## src/rtl/wirc_pkg.sv

```systemverilog
// Shared types and constants for the windowed inversion rank counter.
// No dependencies; every other file in rtl/ imports this package.
package wirc_pkg;

	localparam int SAMPLE_W   = 32;
	localparam int TOTAL_W    = 48;
	localparam int WSIZE_W    = 7;
	localparam int CFG_DATA_W = 32;
	localparam int CFG_ADDR_W = 3;

	localparam logic [WSIZE_W-1:0] WSIZE_RESET = 7'd64;

	// register index, taken from paddr[CFG_ADDR_W-1]
	localparam logic REG_WIN_LEN = 1'b0;

	typedef logic signed [SAMPLE_W-1:0] sample_t;
	typedef logic [TOTAL_W-1:0] total_t;
	typedef logic [WSIZE_W-1:0] wsize_t;

	function automatic total_t sat_add(input total_t acc, input total_t inc);
		logic [TOTAL_W:0] sum;
		sum = {1'b0, acc} + {1'b0, inc};
		return sum[TOTAL_W] ? {TOTAL_W{1'b1}} : sum[TOTAL_W-1:0];
	endfunction

endpackage

```

## src/rtl/wirc_cfg.sv

```systemverilog
// APB-style register file holding the window length register.
// Depends on wirc_pkg.
module wirc_cfg (
	input  logic                                clk,
	input  logic                                arst_n,
	input  logic                                psel,
	input  logic                                penable,
	input  logic                                pwrite,
	input  logic [wirc_pkg::CFG_ADDR_W-1:0]     paddr,
	input  logic [wirc_pkg::CFG_DATA_W-1:0]     pwdata,
	output logic [wirc_pkg::CFG_DATA_W-1:0]     prdata,
	output logic                                pready,
	output wirc_pkg::wsize_t                    win_len
);
	import wirc_pkg::*;

	wsize_t win_len_q;
	logic   sel_ws;
	logic   wr;

	assign pready = 1'b1;
	assign sel_ws = (paddr[CFG_ADDR_W-1] == REG_WIN_LEN);
	assign wr     = psel && penable && pwrite && pready;

	always_ff @(posedge clk or negedge arst_n) begin
		if (!arst_n) begin
			win_len_q <= WSIZE_RESET;
		end else if (wr && sel_ws) begin
			win_len_q <= pwdata[WSIZE_W-1:0];
		end
	end

	always_comb begin
		prdata = '0;
		if (sel_ws) begin
			prdata = CFG_DATA_W'(win_len_q);
		end
	end

	assign win_len = win_len_q;

endmodule

```

## config.mk

```make
export PLATFORM = sky130hd
export DESIGN_NAME = wirc_cfg
export DESIGN_NICKNAME = d
export VERILOG_FILES = /design/src/rtl/wirc_pkg.sv /design/src/rtl/wirc_cfg.sv
export SDC_FILE = /design/constraint.sdc
export NUM_CORES = 1
export LEC_CHECK = 0
export BUFFER_PORTS_ARGS = -buffer_cell sky130_fd_sc_hd__buf_2
export CAP_MARGIN = 25
export CORE_ASPECT_RATIO = 0.9
export CORE_MARGIN = 8
export CORE_UTILIZATION = 32
export CTS_BUF_LIST = sky130_fd_sc_hd__clkbuf_4
export DETAILED_ROUTE_END_ITERATION = 10
export PLACE_DENSITY = 0.94
export SYNTH_ARGS = -nofsm -noshare
export SYNTH_HDL_FRONTEND = slang
export SYNTH_SLANG_ARGS = --single-unit
```

## constraint.sdc

```tcl
create_clock -name clk -period 2 [get_ports clk]
set_input_delay 0.4 -clock clk [delete_from_list [all_inputs] [get_ports clk]]
set_output_delay 0.4 -clock clk [all_outputs]
set_load 0.02 [all_outputs]
```

==> out/metrics.cfg <==
[run_status]
status = complete, no violations

[yosys]
synth_area_sq_um = 543
synth_area_per_cell_sq_um = 10.9
synth_cells = 50
synth.top_cells.by_area = buf_4 (36%), dfrtp_1 (28%), mux2_2 (15%), and2b_2 (11%), dfstp_2 (4.8%)
yosysTopAreaCell = buf_4
yosysSeqAreaShare_pct = 32.5
synth_cell_types = 7
synth_top_area_share_pct = 35.9
synth-seq-cells = 7
yosysWarnings = 0

[setup_path]
cp_cell_sequence = and2b_2 > buf_2
critical_path.startpoint = win_len[6]$_DFFE_PN1P_
cp.arrival_ns = 1.06
crit_path_start_kind = flop
crit_type = reg -> out
cp-end-kind = output port
critPathRequiredTime_ns = 1.60
reg2reg_from = win_len[0]$_DFFE_PN0P_
cpPeakStageDelay_ns = 0.53
crit_path_top_delay_cell = dfstp_2
critical_path.max_fanout = 3

[timing]
post-route-period-util_pct = 73.2
fin_crit_ns = 1.46
final_max_slew_viol_count = 0
hold_viol_final = 0
skew_ns = 0
clock.fmax_ghz = 0.683
tns_ns = 0
setup_violations = 0
grt_setup_unrepaired = false

[drt]
drc_errors = 0
viasPerCell = 3.56
routed-via-count = 367
drtIter0Drc = 3
dr.pass1.iters = 3
postRouteAntennaNets = 0
wl_per_cell_um = 12.0
wirelength_um = 1240

[hold_path]
hp-class = in -> reg
hp-start = pwdata[1]

[power]
fin_total_pwr_mw = 0.572
pwr-share-seq_pct = 34.2
p_switching_mw = 0.225
intPower_mw = 0.348
pwr-share-comb_pct = 41.1
clockPowerShare_pct = 24.7
p_leak_nw = 0.382
ir_worst_vdd_mv = 0.260
netSwitchingFraction_pct = 39.2
pwr_density_cell_nw_per_um2 = 897

[cts]
clock-sinks = 7
cts.repair.resized = 0
cts_root_buffer = clkbuf_4
htreeDepth = 1
clkSlewWorstSetupHoldPaths_ns = 0.05
clockBufferDepth = 2
worst_skew_pair.late_latency_ns = 0.25
cts_tree = yes
cts_buffers = 3

[place]
hpwlAfterDp_um = 1060
gp_congestion = 0.670
io_buffers = 26
place_inst = 98

[floorplan]
fp.dieW_um = 59.4
std_cell_rows = 14
pin_count = 80
initial_utilization_pct = 33.3
fp.coreArea_sq_um = 1630
die_height_um = 55.1
die-area_sq_um = 3270

[global_routing]
grt_pass1_wl_um = 1750
grt_max_degree = 9
grtUsageMet2_pct = 15.1
grt_usage_pct = 7.57
met3_usage_pct = 2.08
grt_pass1_vias = 380
use_met1_pct = 5.16
antenna_found_initial = 0
top_usage_layer = met2
gr-total-overflow = 0

[finish]
nFillCells = 163
final_core_util_pct = 39.2
layout.nets = 120
antennaDiodeCount = 0
drive_gt1_share_pct = 58.2
final_cells = 103
syn_to_final_growth_pct = 17.5
largest_register_ffs = 7

[flow_run]
maxCapViolCount = 0

-- cell usage after synthesis --
master,count
conb_1,2
and2b_2,7
dfrtp_1,6
dfstp_2,1
nand4b_4,1
buf_4,26
mux2_2,7
-- metrics by stage --
step                setup WS [ns]  hold WS, ns  cell area (sq um)
floorplan                   0.816        0.104                633
global placement            0.675        0.238                598
finish                      0.536        0.380                638
global route                0.494        0.377                638
detailed placement          0.660        0.240                598
CTS                         0.523        0.373                638
-- area by class of cell --
cell class                      instances  area (sq um)  area share [%]
Sequential cell                         7           176            27.6
Tap cell                               24          30.0            4.71
Multi-Input combinational cell         41           262            41.0
Timing Repair Buffer                   27           140            22.0
Clock buffer                            4          30.0            4.71
-- worst paths after layout --
path | endpoint | slack (ns) | depth (start not counted)
setup / recovery | prdata[6] | 0.54 | 2
hold / removal | win_len[1]$_DFFE_PN0P_ | 0.38 | 2
setup reg to reg | win_len[0]$_DFFE_PN0P_ | 1.23 | 1
hold reg to reg | win_len[4]$_DFFE_PN0P_ | 0.52 | 1
max in group asynchronous | win_len[6]$_DFFE_PN1P_ | 1.27 | 2
min in group asynchronous | win_len[5]$_DFFE_PN0P_ | 0.51 | 2
-- power by group through the flow --
stage / Sequential (mW) / Combinational (mW) / Clock (mW)
floorplan: 0.237 / 0.156 / 0
global placement: 0.196 / 0.229 / 0
detailed placement: 0.199 / 0.234 / 0
CTS: 0.197 / 0.236 / 0.148
global route: 0.203 / 0.252 / 0.149
finish: 0.196 / 0.235 / 0.141
-- cells by family (layout without fill, tap and decap cells) --
logic type	count (synthesis)	after routing	synth area share, %
buffers and inverters	26	31	35.9
AND/OR/NAND/NOR	8	8	15.7
multiplexers	7	7	14.5
flip-flops	7	7	32.5
other	2	26	1.38
-- layout by cell type, fill, tap and decap left out --
cell type      Yosys  routed
nand4b_4           1       1
dlygate4sd3_1      0       1
conb_1             2      26
dfstp_2            1       1
mux2_2             7       7
buf_2              0      26
clkbuf_4           0       4
and2b_2            7       7
dfrtp_1            6       6
-- layer usage --
layer / vias to the layer above / routed length (um)
met5: - / 0
li1: 163 / -
met3: 5 / 187
met1: 171 / 348
met4: 0 / 52
met2: 28 / 650
-- critical path, delay by kind of cell (launching register included) --
kind | cells | cell delay (ns)
AND/OR/NAND/NOR | 1 | 0.13
flip-flops | 1 | 0.53
buffers and inverters | 1 | 0.15
-- timing repair --
item,4_1_cts,5_1_grt
setup buffers,0,0
hold endpoints to repair,6,0
hold buffers,1,0
Note: power is estimated with default switching activity, not from simulation.
