### src/rtl/wirc_pkg.sv
// Shared types and constants for the windowed inversion rank counter.
// No dependencies; every other file in rtl/ imports this package.
package wirc_pkg;

	localparam int SAMPLE_W   = 32;
	localparam int TOTAL_W    = 48;
	localparam int WSIZE_W    = 7;
	localparam int CFG_DATA_W = 32;
	localparam int CFG_ADDR_W = 3;

	localparam logic [WSIZE_W-1:0] WSIZE_RESET = 7'd64;

	// register index, taken from paddr[CFG_ADDR_W-1]
	localparam logic REG_WIN_LEN = 1'b0;

	typedef logic signed [SAMPLE_W-1:0] sample_t;
	typedef logic [TOTAL_W-1:0] total_t;
	typedef logic [WSIZE_W-1:0] wsize_t;

	function automatic total_t sat_add(input total_t acc, input total_t inc);
		logic [TOTAL_W:0] sum;
		sum = {1'b0, acc} + {1'b0, inc};
		return sum[TOTAL_W] ? {TOTAL_W{1'b1}} : sum[TOTAL_W-1:0];
	endfunction

endpackage

### src/rtl/wirc_cell.sv
// One window position: holds a stored sample, its rank offset and square,
// and updates the token passing through to the next cell. Depends on wirc_pkg.
module wirc_cell #(
	parameter int MAX_WINDOW = 64,
	parameter int IDX = 0,
	localparam int PW = $clog2(MAX_WINDOW),
	localparam int IW = 2 * PW,
	localparam int SQW = 3 * PW
) (
	input  logic                    clk,
	input  logic                    arst_n,
	input  logic                    en,
	input  logic                    in_valid,
	input  logic                    in_last,
	input  logic [PW-1:0]           in_pos,
	input  wirc_pkg::sample_t       in_value,
	input  logic signed [PW:0]      in_d,
	input  logic [2*PW-1:0]         in_sq,
	input  logic [PW-1:0]           in_inv,
	input  logic [IW-1:0]           in_invsum,
	input  logic [SQW-1:0]          in_sqsum,
	input  logic [IW-1:0]           in_pairs,
	output logic                    out_valid,
	output logic                    out_last,
	output logic [PW-1:0]           out_pos,
	output wirc_pkg::sample_t       out_value,
	output logic signed [PW:0]      out_d,
	output logic [2*PW-1:0]         out_sq,
	output logic [PW-1:0]           out_inv,
	output logic [IW-1:0]           out_invsum,
	output logic [SQW-1:0]          out_sqsum,
	output logic [IW-1:0]           out_pairs
);
	import wirc_pkg::*;

	localparam int XW = 2 * PW + 2;
	localparam logic [PW-1:0] MY_POS = PW'(IDX);

	sample_t               v_q;
	logic signed [PW:0]    d_q;
	logic [2*PW-1:0]       sq_q;
	logic [PW-1:0]         inv_q;

	logic                  past;
	logic                  hit;
	logic                  gt;
	logic [2*PW-1:0]       cell_sq_inc;
	logic [2*PW-1:0]       tok_sq_inc;

	logic signed [PW:0]    nx_d;
	logic [2*PW-1:0]       nx_sq;
	logic [PW-1:0]         nx_inv;
	logic [IW-1:0]         nx_invsum;
	logic [SQW-1:0]        nx_sqsum;

	assign past = in_valid && (in_pos > MY_POS);
	assign hit  = in_valid && (in_pos == MY_POS);
	assign gt   = v_q > in_value;

	// (d+1)^2 = d^2 + 2d + 1
	assign cell_sq_inc = (2*PW)'(XW'(sq_q) + XW'($signed({d_q, 1'b1})));
	assign tok_sq_inc  = (2*PW)'(XW'(in_sq) + XW'($signed({in_d, 1'b1})));

	always_comb begin
		nx_d      = in_d;
		nx_sq     = in_sq;
		nx_inv    = in_inv;
		nx_invsum = in_invsum;
		nx_sqsum  = in_sqsum;
		if (past) begin
			if (gt) begin
				nx_inv = in_inv + PW'(1);
			end else begin
				nx_d  = in_d + (PW+1)'(1);
				nx_sq = tok_sq_inc;
			end
			if (in_last) begin
				nx_invsum = in_invsum + IW'(inv_q);
				nx_sqsum  = in_sqsum + SQW'(gt ? cell_sq_inc : sq_q);
			end
		end else if (hit && in_last) begin
			nx_invsum = in_invsum + IW'(in_inv);
			nx_sqsum  = in_sqsum + SQW'(in_sq);
		end
	end

	always_ff @(posedge clk) begin
		if (en) begin
			if (hit) begin
				v_q   <= in_value;
				d_q   <= in_d;
				sq_q  <= in_sq;
				inv_q <= in_inv;
			end else if (past && gt) begin
				d_q  <= d_q + (PW+1)'(1);
				sq_q <= cell_sq_inc;
			end
		end
	end

	always_ff @(posedge clk or negedge arst_n) begin
		if (!arst_n) begin
			out_valid <= 1'b0;
		end else if (en) begin
			out_valid <= in_valid;
		end
	end

	always_ff @(posedge clk) begin
		if (en) begin
			out_last   <= in_last;
			out_pos    <= in_pos;
			out_value  <= in_value;
			out_d      <= nx_d;
			out_sq     <= nx_sq;
			out_inv    <= nx_inv;
			out_invsum <= nx_invsum;
			out_sqsum  <= nx_sqsum;
			out_pairs  <= in_pairs;
		end
	end

endmodule

### config.mk
export PLATFORM = sky130hd
export DESIGN_NAME = wirc_cell
export DESIGN_NICKNAME = d
export VERILOG_FILES = /design/src/rtl/wirc_pkg.sv /design/src/rtl/wirc_cell.sv
export SDC_FILE = /design/constraint.sdc
export NUM_CORES = 1
export LEC_CHECK = 0
export BUFFER_PORTS_ARGS = -buffer_cell sky130_fd_sc_hd__clkbuf_2
export CAP_MARGIN = 20
export CORE_MARGIN = 5
export CORE_UTILIZATION = 61
export CTS_BUF_LIST = sky130_fd_sc_hd__clkbuf_4 sky130_fd_sc_hd__clkbuf_8
export DETAILED_ROUTE_END_ITERATION = 8
export PLACE_DENSITY = 0.89
export SYNTH_ARGS = -nofsm -noshare
export SYNTH_HDL_FRONTEND = slang
export SYNTH_SLANG_ARGS = --single-unit
### constraint.sdc
create_clock -name clk -period 8.85 [get_ports clk]
set_input_delay 1.77 -clock clk [delete_from_list [all_inputs] [get_ports clk]]
set_output_delay 1.77 -clock clk [all_outputs]
set_load 0.005 [all_outputs]
==> out/results.ini <==
[synthesis]
seq_area_frac_synth_pct=52.01
synthCells=824
synth_top_area_share_pct=51.75
synthTopCellsByArea=edfxtp_1 52%, ha_1 12%, xnor2_1 3.7%
ys_types=54
synth.avg_cell_area_um2=11.48
synth_ff_type=edfxtp_1
yosysTopAreaCell=edfxtp_1
synth_area_um2=9459
ys_ff_latch=164
syn_nets=1031
async_reset_ff_share_pct=0.6098
ys_warn_count=0
synth_edf_count=163

[power_and_ir_drop]
p_comb_share_pct=19.5
p_sw_share_pct=29.26
power_density_nw_per_um2=164.7
leakagePower_uw=0.004819
intPower_uw=1305
p_sw_uw=539.8
total_power_uw=1845
ir_drop_v=0.0001083
power_frac_seq_pct=50.0
clkPwrFrac_pct=30.5

[layout]
mostFrequentLayoutCells=215 x clkbuf_2, 163 x edfxtp_1, 91 x ha_1
fin_util_pct=73.66
final_nets=1256
area_growth_pct=18.39
final_area_um2=11200
final_common_cell=clkbuf_2
n_antenna_cell=0
nFillCells=1057
drive_gt1_share_pct=27.21

[detailed_routing]
routedWlPerCell_um=19.19
met1Wirelength_mm=9.307
drt_iter0_markers=619
detail-route-antenna-nets=0
vias=7389
drc=0
first_pass_iters=5
routed.top_layer=met4
postRouteWirelength_mm=23.98
wl_met2_mm=11.58
viasPerCell=5.911
wl_met3_mm=2.202

[outcome]
status=finished clean

[cts]
clock_latency_ns=0.46
cts_buffer_depth=2
cts_made_buffers=17
postCtsHoldBufs=0
cts_tree=done
h-tree-depth=4
root_buffer=clkbuf_8
cts_setup_buffers=0
cts_num_sinks=164
clkTransAtPathRegs_ns=0.10
cts_resized=0

[timing]
finalHoldViolCount=0
layout_min_cycle_time_ns=5.985
worst_clock_skew_ns=0.01603
slew_headroom_pct=32.83
setup_viol_count_final=0
fmax_ghz=0.1671
finalCritPeriodShare_pct=67.63
rsz0062_at_grt=false
drv_slew=0
tightest_slew_ns=1.005
finalSetupTns_ns=0

[floorplan]
die_area_um2=18100
rows=45
die_width_um=134.5
coreArea_um2=15200
die_y_um=134.5
ios=217
initial_core_util_pct=62.22

[setup_path]
cp_slowest_stage_delay_ns=0.50
cp.required_ns=9.07
critPathTopFamily=compound AO/OA/AOI/OAI gates
path_class=input pin to flop
end_kind=flop
rrSetupSlack_ns=3.93
cp_slowest_cell=nor4_1
worstPathArrival_ns=6.20
path_max_fanout=13
cp_num_buf_inv=2
critPathLaunchType=input pin
path_cells=clkbuf_2, inv_1, ha_1, nand4_1, nor4_1, o41a_1, o211ai_4, nand2_2, mux2_2, ha_1, a211oi_1, o21ai_0, a21oi_1, o21ai_0, a41oi_1, o211ai_1, nand4_1, xnor2_1

[global_route]
grt_pass1_vias=7297
grt_antenna_before_repair=0
grt_overflow_total=0
grt_max_degree=59
grt_usage_pct=26.63
grt_pass1_wl_mm=37.45

[place]
globalplace.congestion=0.8621
io_buffers=216
place_area_um2=10750
dp_hpwl_mm=18.16

[job]
maxCapViolations=0

[min_path]
hp-class=flop to flop

[area by class of cell]
class | instances | area, um2 | share of cell area [%]
Sequential cell | 164 | 4920 | 43.93
Multi-Input combinational cell | 583 | 4253 | 37.98
Timing Repair Buffer | 221 | 1134 | 10.12
Tap cell | 188 | 235.2 | 2.101
Clock buffer | 17 | 234.0 | 2.089
Inverter | 62 | 232.7 | 2.078
Clock inverter | 15 | 190.2 | 1.698
[per-layer routing]
metal	track usage [%]	up-vias
li1	-	3484
met2	44.22	403
met4	11.03	0
met5	0	-
met3	5.738	64
met1	34.22	3438
[worst min-delay path: cells and delay by family, from the launching register on]
kind	cells	cell delay [ns]
buffers and inverters	1	0.05
AO/OA/AOI/OAI	1	0.06
flip-flops	1	0.39
[kinds of logic (layout without fill, tap and decap cells)]
family                   after synthesis  after routing  share of synthesized area [%]
adder cells (fa/ha/maj)               97             97                          13.31
multiplexers                          26             26                          3.056
buffers and inverters                 77            315                          3.175
AO/OA/AOI/OAI                        185            185                          11.92
AND/OR/NAND/NOR                      208            208                          10.33
flip-flops                           164            164                          52.01
XOR/XNOR                              67             67                          6.204
[synth_stat cells, types with 2 or more instances]
master / instances
a211oi_1: 7
a21boi_0: 4
a21o_1: 7
a21oi_1: 49
a221o_1: 2
a22oi_1: 5
a31oi_1: 3
and2_1: 3
and3_1: 4
buf_2: 3
clkbuf_1: 10
edfxtp_1: 163
fa_1: 6
ha_1: 91
inv_1: 62
mux2_2: 23
mux2i_1: 3
nand2_1: 74
nand2b_1: 3
nand3_1: 11
nand4_1: 18
nor2_1: 54
nor2b_1: 10
nor3_1: 13
nor3_2: 3
nor3b_1: 2
nor4_1: 3
o211ai_1: 7
o21a_1: 8
o21ai_0: 67
o21ai_1: 3
o21bai_1: 6
o31a_1: 3
o31ai_1: 3
o41a_1: 2
or2_2: 4
or3_1: 3
xnor2_1: 40
xor2_1: 27
[sequential cells by signal (all words and copies together) (netlist names)]
register    count
out_sq         12
sq_q           12
out_value      32
v_q            32
out_pos         6
out_valid       1
out_last        1
inv_q           6
out_d           7
d_q             7
out_pairs      12
out_sqsum      18
out_inv         6
out_invsum     12
[worst paths after layout]
kind                       depth (start not counted)         start            end
setup / recovery                                  18  in_value[31]  out_sqsum[15]
hold / removal                                     2     out_valid      out_valid
setup reg to reg                                  16       v_q[27]  out_sqsum[15]
hold reg to reg                                    2     out_valid      out_valid
max in group asynchronous                          1        arst_n      out_valid
min in group asynchronous                          1        arst_n      out_valid
[metrics by stage]
| step | hold WS (ns) | cells | setup WS, ns |
|---|---|---|---|
| after floorplan | 0.5173 | 824 | 3.407 |
| after global placement | 0.5147 | 1217 | 2.787 |
| after detailed placement | 0.5259 | 1217 | 2.491 |
| after CTS | 0.5403 | 1249 | 2.966 |
| after global routing | 0.5674 | 1250 | 2.733 |
| final | 0.5364 | 1250 | 2.865 |
[power groups by stage]
stage          logic [uW]  clock network [uW]  registers (uW)
6_report              361                 562             922
3_5_place_dp          353                   0             940
5_1_grt               400                 613             926
2_1_floorplan         205                   0             944
4_1_cts               358                 569             922
3_3_place_gp          340                   0             939
Power figures use the tool's default switching activity.
