$ cat config.mk
export PLATFORM = sky130hd
export DESIGN_NAME = wirc_accum_flat
export DESIGN_NICKNAME = d
export VERILOG_FILES = /design/src/rtl/wirc_pkg.sv /design/src/rtl/wirc_if.sv /design/src/rtl/wirc_accum.sv /design/src/flat_wrapper.sv
export SDC_FILE = /design/constraint.sdc
export NUM_CORES = 1
export LEC_CHECK = 0
export BUFFER_PORTS_ARGS = -buffer_cell sky130_fd_sc_hd__buf_2
export CORE_MARGIN = 2
export CORE_UTILIZATION = 25
export CTS_BUF_LIST = sky130_fd_sc_hd__clkbuf_16
export DETAILED_ROUTE_END_ITERATION = 10
export PLACE_DENSITY_LB_ADDON = 0.2
export SLEW_MARGIN = 20
export SYNTH_ARGS = -nofsm -noshare
export SYNTH_HDL_FRONTEND = slang
export SYNTH_SLANG_ARGS = --single-unit
$ cat constraint.sdc
create_clock -name clk -period 4.13 [get_ports clk]
set_input_delay 0.413 -clock clk [delete_from_list [all_inputs] [get_ports clk]]
set_output_delay 0.413 -clock clk [all_outputs]
set_load 0.05 [all_outputs]
$ cat src/rtl/wirc_pkg.sv
// Shared types and constants for the windowed inversion rank counter.
// No dependencies; every other file in rtl/ imports this package.
package wirc_pkg;

	localparam int SAMPLE_W   = 32;
	localparam int TOTAL_W    = 48;
	localparam int WSIZE_W    = 7;
	localparam int CFG_DATA_W = 32;
	localparam int CFG_ADDR_W = 3;

	localparam logic [WSIZE_W-1:0] WSIZE_RESET = 7'd64;

	// register index, taken from paddr[CFG_ADDR_W-1]
	localparam logic REG_WIN_LEN = 1'b0;

	typedef logic signed [SAMPLE_W-1:0] sample_t;
	typedef logic [TOTAL_W-1:0] total_t;
	typedef logic [WSIZE_W-1:0] wsize_t;

	function automatic total_t sat_add(input total_t acc, input total_t inc);
		logic [TOTAL_W:0] sum;
		sum = {1'b0, acc} + {1'b0, inc};
		return sum[TOTAL_W] ? {TOTAL_W{1'b1}} : sum[TOTAL_W-1:0];
	endfunction

endpackage

$ cat src/rtl/wirc_if.sv


interface wirc_result_if;
	import wirc_pkg::*;
	logic valid;
	logic ready;
	total_t inversion_total;
	total_t pair_total;
	total_t rank_diff_total;
	modport source(output valid, output inversion_total, output pair_total,
		output rank_diff_total, input ready);
	modport sink(input valid, input inversion_total, input pair_total,
		input rank_diff_total, output ready);
endinterface

$ cat src/rtl/wirc_accum.sv
// Saturating running totals and the result output register.
// Depends on wirc_pkg and wirc_if.
module wirc_accum #(
	parameter int MAX_WINDOW = 64,
	localparam int PW = $clog2(MAX_WINDOW),
	localparam int IW = 2 * PW,
	localparam int SQW = 3 * PW
) (
	input  logic               clk,
	input  logic               arst_n,
	input  logic               tok_valid,
	input  logic               tok_last,
	input  logic [IW-1:0]      invsum,
	input  logic [SQW-1:0]     sqsum,
	input  logic [IW-1:0]      pairs,
	output logic               adv,
	wirc_result_if.source      result
);
	import wirc_pkg::*;

	logic   valid_q;
	total_t inv_acc_q;
	total_t pair_acc_q;
	total_t sq_acc_q;
	logic   close;

	assign adv   = !valid_q || result.ready;
	assign close = tok_valid && tok_last;

	always_ff @(posedge clk or negedge arst_n) begin
		if (!arst_n) begin
			valid_q    <= 1'b0;
			inv_acc_q  <= '0;
			pair_acc_q <= '0;
			sq_acc_q   <= '0;
		end else if (adv) begin
			valid_q <= close;
			if (close) begin
				inv_acc_q  <= sat_add(inv_acc_q, TOTAL_W'(invsum));
				pair_acc_q <= sat_add(pair_acc_q, TOTAL_W'(pairs));
				sq_acc_q   <= sat_add(sq_acc_q, TOTAL_W'(sqsum));
			end
		end
	end

	assign result.valid           = valid_q;
	assign result.inversion_total = inv_acc_q;
	assign result.pair_total      = pair_acc_q;
	assign result.rank_diff_total = sq_acc_q;

endmodule

$ cat src/flat_wrapper.sv
// flat-port wrapper written by rule: the top's interface ports become plain ports
module wirc_accum_flat import wirc_pkg::*;
#(
	parameter int MAX_WINDOW = 64,
	localparam int PW = $clog2(MAX_WINDOW),
	localparam int IW = 2 * PW,
	localparam int SQW = 3 * PW
)
  (clk, arst_n, tok_valid, tok_last, invsum, sqsum, pairs, adv, result_valid, result_inversion_total, result_pair_total, result_rank_diff_total, result_ready);
  wirc_result_if result_i ();
  input  logic clk;
  input  logic arst_n;
  input  logic tok_valid;
  input  logic tok_last;
  input  logic [IW-1:0] invsum;
  input  logic [SQW-1:0] sqsum;
  input  logic [IW-1:0] pairs;
  output logic adv;
  output wire logic [$bits(result_i.valid)-1:0] result_valid;
  output wire logic [$bits(result_i.inversion_total)-1:0] result_inversion_total;
  output wire logic [$bits(result_i.pair_total)-1:0] result_pair_total;
  output wire logic [$bits(result_i.rank_diff_total)-1:0] result_rank_diff_total;
  input wire logic [$bits(result_i.ready)-1:0] result_ready;
  assign result_valid = result_i.valid;
  assign result_inversion_total = result_i.inversion_total;
  assign result_pair_total = result_i.pair_total;
  assign result_rank_diff_total = result_i.rank_diff_total;
  assign result_i.ready = result_ready;
  wirc_accum #(.MAX_WINDOW(MAX_WINDOW)) u_core (.clk(clk), .arst_n(arst_n), .tok_valid(tok_valid), .tok_last(tok_last), .invsum(invsum), .sqsum(sqsum), .pairs(pairs), .adv(adv), .result(result_i));
endmodule
==> results of run 1 <==
## Yosys cell counts, types with 11 or more instances
cell and count:
a2111oi_0 11, dfrtp_1 145, clkbuf_1 25, and4_1 12
and3_1 25, xnor2_1 64, ha_1 42, nand2_2 20
mux2_2 25, nand3_1 51, nor4_1 13, a21oi_1 66
nor3_1 20, nor2_1 43, a21o_1 14, nand2_1 113
a31oi_1 29, o22a_1 20, nand4_1 25, o21ai_0 38
## flip-flops by register name (all words and copies together) (netlist names)
| register | flops |
|---|---|
| u_core.result.rank_diff_total | 48 |
| u_core.result.pair_total | 48 |
| u_core.result.inversion_total | 48 |
| u_core.result.valid | 1 |
## power groups by stage
stage / clock network, mW / registers (mW) / logic [mW]
floorplan: 0 / 2.83 / 1.70
global placement: 0 / 1.99 / 3.44
detailed placement: 0 / 2.00 / 3.43
CTS: 1.63 / 1.97 / 3.45
global route: 1.69 / 2.02 / 3.74
finish: 1.58 / 1.97 / 3.41
## metrics by stage
stage          hold slack [ns]  setup WS (ns)
6_report                0.0393          0.898
5_1_grt                  0.115          0.573
4_1_cts                 0.0801          0.884
3_5_place_dp             0.485          0.800
3_3_place_gp             0.474          0.842
2_1_floorplan            0.117          0.764
## routing by layer
layer	share of wire	global-route usage
met4	0.011	0.0461
met3	0.052	0.0358
met2	0.47	0.256
met5	0	0
met1	0.47	0.207
## cells in the final DEF, fill, tap and decap left out, drive strengths merged, types with 12 or more instances in the layout
cell type	Yosys	routed
inv	10	12
a21o	14	14
clkbuf	25	17
a2111oi	12	12
nor2	43	43
nor4	13	13
nand3	51	51
ha	42	42
nand4	25	25
o22a	20	20
buf	9	217
nand2	134	134
dfrtp	145	145
and4	13	13
a21oi	66	66
o21ai	38	38
and3	25	25
nor3	20	20
a31oi	29	29
xnor2	64	64
mux2	26	26
## cell families after synthesis
family	count (synthesis)	share of synthesized area
DFF	145	0.410
adders and majority gates	45	0.0662
AOI/OAI and AO/OA	233	0.173
buffers and inverters	45	0.0253
xor gates and xnor gates	74	0.0733
muxes	26	0.0331
and+or+nand+nor	374	0.219
## final timing paths
| check | from | endpoint | slack, ns | cells past startpoint |
|---|---|---|---|---|
| worst max-delay path | u_core.result.rank_diff_total[0]$_DFFE_PN0P_ | u_core.result.rank_diff_total[2]$_DFFE_PN0P_ | 0.90 | 9 |
| worst min register to register | u_core.result.pair_total[17]$_DFFE_PN0P_ | u_core.result.pair_total[17]$_DFFE_PN0P_ | 0.50 | 1 |
| worst min-delay path | arst_n | u_core.result.rank_diff_total[1]$_DFFE_PN0P_ | 0.04 | 1 |
| min in group clk | tok_last | u_core.result.valid$_DFFE_PN0N_ | 0.25 | 3 |
| worst max register to register | u_core.result.rank_diff_total[0]$_DFFE_PN0P_ | u_core.result.rank_diff_total[2]$_DFFE_PN0P_ | 0.90 | 9 |
| max in group asynchronous | arst_n | u_core.result.valid$_DFFE_PN0N_ | 3.06 | 2 |
## final cells by class
cell class | count | area, um2
flip-flops and latches | 145 | 3630
repair buffers | 217 | 1150
well taps | 455 | 569
diodes | 3 | 7.51
multi-input cells | 752 | 5000
clock buffers | 17 | 425
inverters | 11 | 41.3
clock inverters | 15 | 151
fillers | 3704 | 23700
==> results.yml, run 1 <==
setup_path:
  cp.required_ns: 4.41
  critPathTopFamily: "compound AO/OA/AOI/OAI gates"
  crit_slowest_cell: "a221oi_1"
  slowest_delay_ns: 0.56
  cp-end-kind: "flop"
  crit_path_cell_trace: "ha_1 > fa_1 > a21o_1 > a221oi_1 > o211a_1 > o31a_1 > or3_1 > buf_4 > a31oi_1"
  setup.worst_path.class: "flop to flop"
  critPathLaunchType: "flop"
  crit_buf_inv: 1
  crit_arrival_ns: 3.51
  cp_max_fo: 10
sta:
  finalCriticalPeriod_ns: 3.23
  hold_violations: 0
  max_clock_freq_ghz: 0.309
  rsz0062_at_grt: "false"
  drv_slew: 0
  tightest_slew_ns: 0.948
  slew_headroom: 0.351
  timing.final.crit_share: 0.783
  setup_violations: 0
  fin_worst_skew_ns: 0.00867
  tns_ns: 0
clock_tree:
  ctsHtreeMaxLevel: 4
  cts-root-buf: "clkbuf_16"
  clock-sinks: 145
  path_clk_slew_ns: 0.06
  tritoncts: "done"
  post_cts_buffers: 0
  cts_buffers: 17
  cts_hold_buf: 0
  cts_buffer_depth: 2
  cts.repair.resized: 0
  clock_latency_ns: 0.45
routing:
  vias_per_cell: 4.96
  drtIter0Drc: 342
  vias: 8005
  post_drt_wl_per_cell_um: 17.5
  drc: 0
  ant_nets: 0
  first_pass_iters: 5
  routed_wl_mm: 28.2
floorplanning:
  initial_core_util: 0.255
  die_x_um: 192
  coreArea_um2: 34700
  num_io_pins: 193
  die_h_um: 192
  core.rowCount: 68
  dieArea_um2: 36900
layout:
  finish.instance_area_um2: 11000
  drive_gt1_frac: 0.258
  layout.cells.non_filler: 1615
  fin_nets: 1236
  final_util: 0.316
  synthToLayoutAreaGrowth_pct: 24.1
pwr:
  p_total_mw: 6.96
  ir_worst_vdd_uv: 501
  p_sw_mw: 3.22
  seqPwrFrac: 0.283
  p_comb_frac: 0.490
  power.density_nw_per_um2: 634
  p_int_mw: 3.74
  clkPwrFrac: 0.227
  p_sw_frac: 0.462
  power.leakage_nw: 5.11
synth:
  syn_avg_cell_area_um2: 9.39
  synth_area_um2: 8840
  synth_seq_area_share: 0.410
  synth_top_area_cell: "dfrtp_1"
  synth_nets: 1034
  synth_area_leaders: "dfrtp_1, xnor2_1, ha_1, nand2_1, a21oi_1"
  yosys_warnings: 0
  ys.flop_type: "dfrtp_1"
  async_reset_ff_frac: 1.00
  synth_edf_count: 0
  synth_top_area_frac: 0.410
  synthesis.instances: 942
  ys_seq_elements: 145
  synth_cell_type_count: 62
global_routing:
  antenna_found_initial: 3
  grt_usage: 0.157
  grt_first_pass_wirelength_mm: 44.5
  first_global_vias: 7887
  grt_max_degree: 83
  overflow: 0
place:
  gp_congestion: 0.789
  port-buffer-count: 192
  place_hpwl_mm: 20.6
  dp_cells: 1580
  place_area_um2: 10400
flow_run:
  cap_violations: 0
min_path:
  min_path_type: "input pin to async pin"
run_status:
  outcome: "finished clean"
(Power assumes the default switching activity.)
==> inputs of run 2 (changes only) <==
--- a/config.mk
+++ b/config.mk
@@ -5,6 +5,7 @@
 export SDC_FILE = /design/constraint.sdc
 export NUM_CORES = 1
 export LEC_CHECK = 0
+export ABC_AREA = 1
 export BUFFER_PORTS_ARGS = -buffer_cell sky130_fd_sc_hd__buf_2
 export CORE_MARGIN = 2
 export CORE_UTILIZATION = 25
==> constraint.sdc (replaced) <==
create_clock -name clk -period 3.11 [get_ports clk]
set_input_delay 0.311 -clock clk [delete_from_list [all_inputs] [get_ports clk]]
set_output_delay 0.311 -clock clk [all_outputs]
set_load 0.05 [all_outputs]
==> run 2 against run 1 <==
  * Critical path type unchanged
  * Power increased by 44%
  * Wire length is 46% higher
  * Critical path depth grew 2
  * Area after synthesis up 28%
  * Largest cell class unchanged
  * Setup slack worse by 0.32 ns
  * Final cell count increased by 60%
  * Global-route usage grew 2.2 points
  * Utilization decreased by 1.3 points
  * Critical endpoint is now u_core.result.rank_diff_total[37]$_DFFE_PN0P_
  * Clock power increased by 43%
  * Clock skew increased by 0.0016 ns
==> results.yml, run 2 <==
synth:
  synth_top_area_frac: 0.319
  synth_cell_type_count: 37
  synth_top_area_cell: "dfrtp_1"
  synth_seq_area_share: 0.319
  synth_nets: 1859
  ys.flop_type: "dfrtp_1"
  ys_seq_elements: 145
  synth_area_leaders: "dfrtp_1, nand2_1, nand3_1, inv_1, nor2_1"
  async_reset_ff_frac: 1.00
  syn_avg_cell_area_um2: 6.43
  yosys_warnings: 0
  synth_edf_count: 0
  synth.most_common_cell: "nand2_1"
  ys_top_cells_by_count: "nand2_1, inv_1, nand3_1, nor2_1, dfrtp_1"
  synth_area_um2: 11400
  synthesis.instances: 1767
floorplanning:
  num_io_pins: 193
  die_x_um: 217
  initial_core_util: 0.252
  dieArea_um2: 47200
  core.rowCount: 78
  die_h_um: 217
  coreArea_um2: 45100
setup_path:
  critPathLaunchType: "flop"
  cp_max_fo: 21
  critPathTopFamily: "simple AND/OR/NAND/NOR gates"
  crit_arrival_ns: 2.90
  setup.worst_path.class: "flop to flop"
  crit_top_cell: "nand2_1"
  crit_buf_inv: 1
  cp.required_ns: 3.48
  cp-end-kind: "flop"
  crit_path_cell_trace: "ha_1 > fa_1 > nand2_1 > nand2_1 > nand3_1 > nand2_1 > nand2_1 > nand3_2 > nand3_2 > buf_12 > nand3_1"
  slowest_delay_ns: 0.41
  crit_slowest_cell: "fa_1"
pwr:
  p_int_mw: 5.02
  p_total_mw: 10.0
  power.leakage_nw: 6.90
  seqPwrFrac: 0.258
  p_comb_frac: 0.517
  p_sw_frac: 0.499
  clkPwrFrac: 0.226
  power.density_nw_per_um2: 733
  p_sw_mw: 5.01
  ir_worst_vdd_uv: 383
global_routing:
  overflow: 0
  grt_max_degree: 67
  grt_usage: 0.178
  first_global_vias: 11623
  antenna_found_initial: 4
  grt_first_pass_wirelength_mm: 65.1
sta:
  finalCriticalPeriod_ns: 2.53
  tns_ns: 0
  tightest_slew_ns: 0.810
  setup_violations: 0
  timing.final.crit_share: 0.815
  max_clock_freq_ghz: 0.395
  fin_worst_skew_ns: 0.0103
  hold_violations: 0
  slew_headroom: 0.456
  drv_slew: 0
  rsz0062_at_grt: "false"
place:
  port-buffer-count: 192
  place_hpwl_mm: 31.8
  gp_congestion: 0.898
clock_tree:
  ctsHtreeMaxLevel: 4
  cts.repair.resized: 0
  cts_buffers: 17
  tritoncts: "done"
  clock-sinks: 145
  cts_buffer_depth: 2
  cts-root-buf: "clkbuf_16"
  clock_latency_ns: 0.50
  path_clk_slew_ns: 0.07
  post_cts_buffers: 0
  cts_hold_buf: 3
routing:
  vias: 12094
  drc: 0
  routed_wl_mm: 41.2
  post_drt_wl_per_cell_um: 16.0
  drtIter0Drc: 675
  vias_per_cell: 4.69
  ant_nets: 0
  first_pass_iters: 5
layout:
  n_fill_cell: 5087
  fin_nets: 2056
  mostFrequentLayoutCells: "nand2_1, inv_1, nand3_1"
  drive_gt1_frac: 0.141
  num_antenna_cells: 0
  mostFrequentLayoutCell: "nand2_1"
  synthToLayoutAreaGrowth_pct: 20.5
run_status:
  outcome: "finished clean"
min_path:
  min_path_type: "input pin to flop"
flow_run:
  cap_violations: 0
run 2: cell types whose count changed in the layout (fill, tap and decap cells not counted), sizes merged, moves of 23 or more:
cell    change
a21oi      -39
nor2      +164
nor3       +33
nand2     +435
xnor2      -51
nand4      +59
nand3b     +23
mux2       -26
nand3     +194
inv       +245
run 2: metrics by stage:
stage / instance area (um2) / std cells / utilization / hold WS [ns] / setup WS, ns
6_report: 13700 / 2576 / 0.304 / 0.102 / 0.576
5_1_grt: 13700 / 2576 / 0.304 / 0.101 / 0.419
4_1_cts: 13700 / 2576 / 0.304 / 0.0602 / 0.552
3_5_place_dp: 13100 / 2542 / 0.290 / 0.364 / 0.550
3_3_place_gp: 13100 / 2542 / 0.290 / 0.367 / 0.605
2_1_floorplan: 11400 / 1767 / - / 0.0154 / 0.743
run 2: power by group through the flow:
stage / Combinational (mW) / Clock [mW] / Sequential (mW)
after floorplan: 2.74 / 0 / 3.70
after global placement: 5.20 / 0 / 2.61
after detailed placement: 5.20 / 0 / 2.64
after CTS: 5.22 / 2.36 / 2.60
after global routing: 5.78 / 2.44 / 2.65
final: 5.18 / 2.26 / 2.59
run 2: area by class of cell:
class	count	area (um2)	area share
multi-input combinational	1340	6630	0.484
sequential	145	3630	0.265
timing repair buffer	207	1120	0.0822
inverter	253	955	0.0697
tap	600	751	0.0548
clock buffer	17	425	0.0311
clock inverter	14	174	0.0127
run 2: routing by layer:
metal,GRT usage,routed length (um),part of all wire,up-vias
met5,0,0,0,-
met4,0.0598,811,0.020,0
met3,0.0421,1980,0.048,46
met2,0.303,20000,0.49,271
met1,0.222,18400,0.45,5662
li1,-,-,-,6115
run 2: cell families (layout without fill, tap and decap cells):
group,after synthesis,after routing,share of synthesized area
fa+ha+maj,45,45,0.0515
xor+xnor,35,35,0.0270
buf+inv,282,491,0.0972
simple gates,1202,1202,0.478
flops,145,145,0.319
compound gates,58,58,0.0274
run 2: worst register-to-register path: stages (launching register included):
cell and delay, ns:
dfrtp_1 0.39, ha_1 0.23, fa_1 0.41, nand2_1 0.11, nand2_1 0.08, nand3_1 0.09, nand2_1 0.16, nand2_1 0.12
nand3_2 0.19, nand3_2 0.31, buf_12 0.21, nand3_1 0.11
run 2: final timing paths:
path / cells after the start / to / slack (ns) / from
worst max-delay path: 11 / u_core.result.rank_diff_total[37]$_DFFE_PN0P_ / 0.58 / u_core.result.rank_diff_total[0]$_DFFE_PN0P_
worst min-delay path: 4 / u_core.result.valid$_DFFE_PN0N_ / 0.10 / result_ready
worst max register to register: 11 / u_core.result.rank_diff_total[37]$_DFFE_PN0P_ / 0.58 / u_core.result.rank_diff_total[0]$_DFFE_PN0P_
worst min register to register: 2 / u_core.result.rank_diff_total[15]$_DFFE_PN0P_ / 0.51 / u_core.result.rank_diff_total[15]$_DFFE_PN0P_
max in group asynchronous: 3 / u_core.result.inversion_total[0]$_DFFE_PN0P_ / 1.88 / arst_n
min in group asynchronous: 2 / u_core.result.rank_diff_total[8]$_DFFE_PN0P_ / 0.39 / arst_n
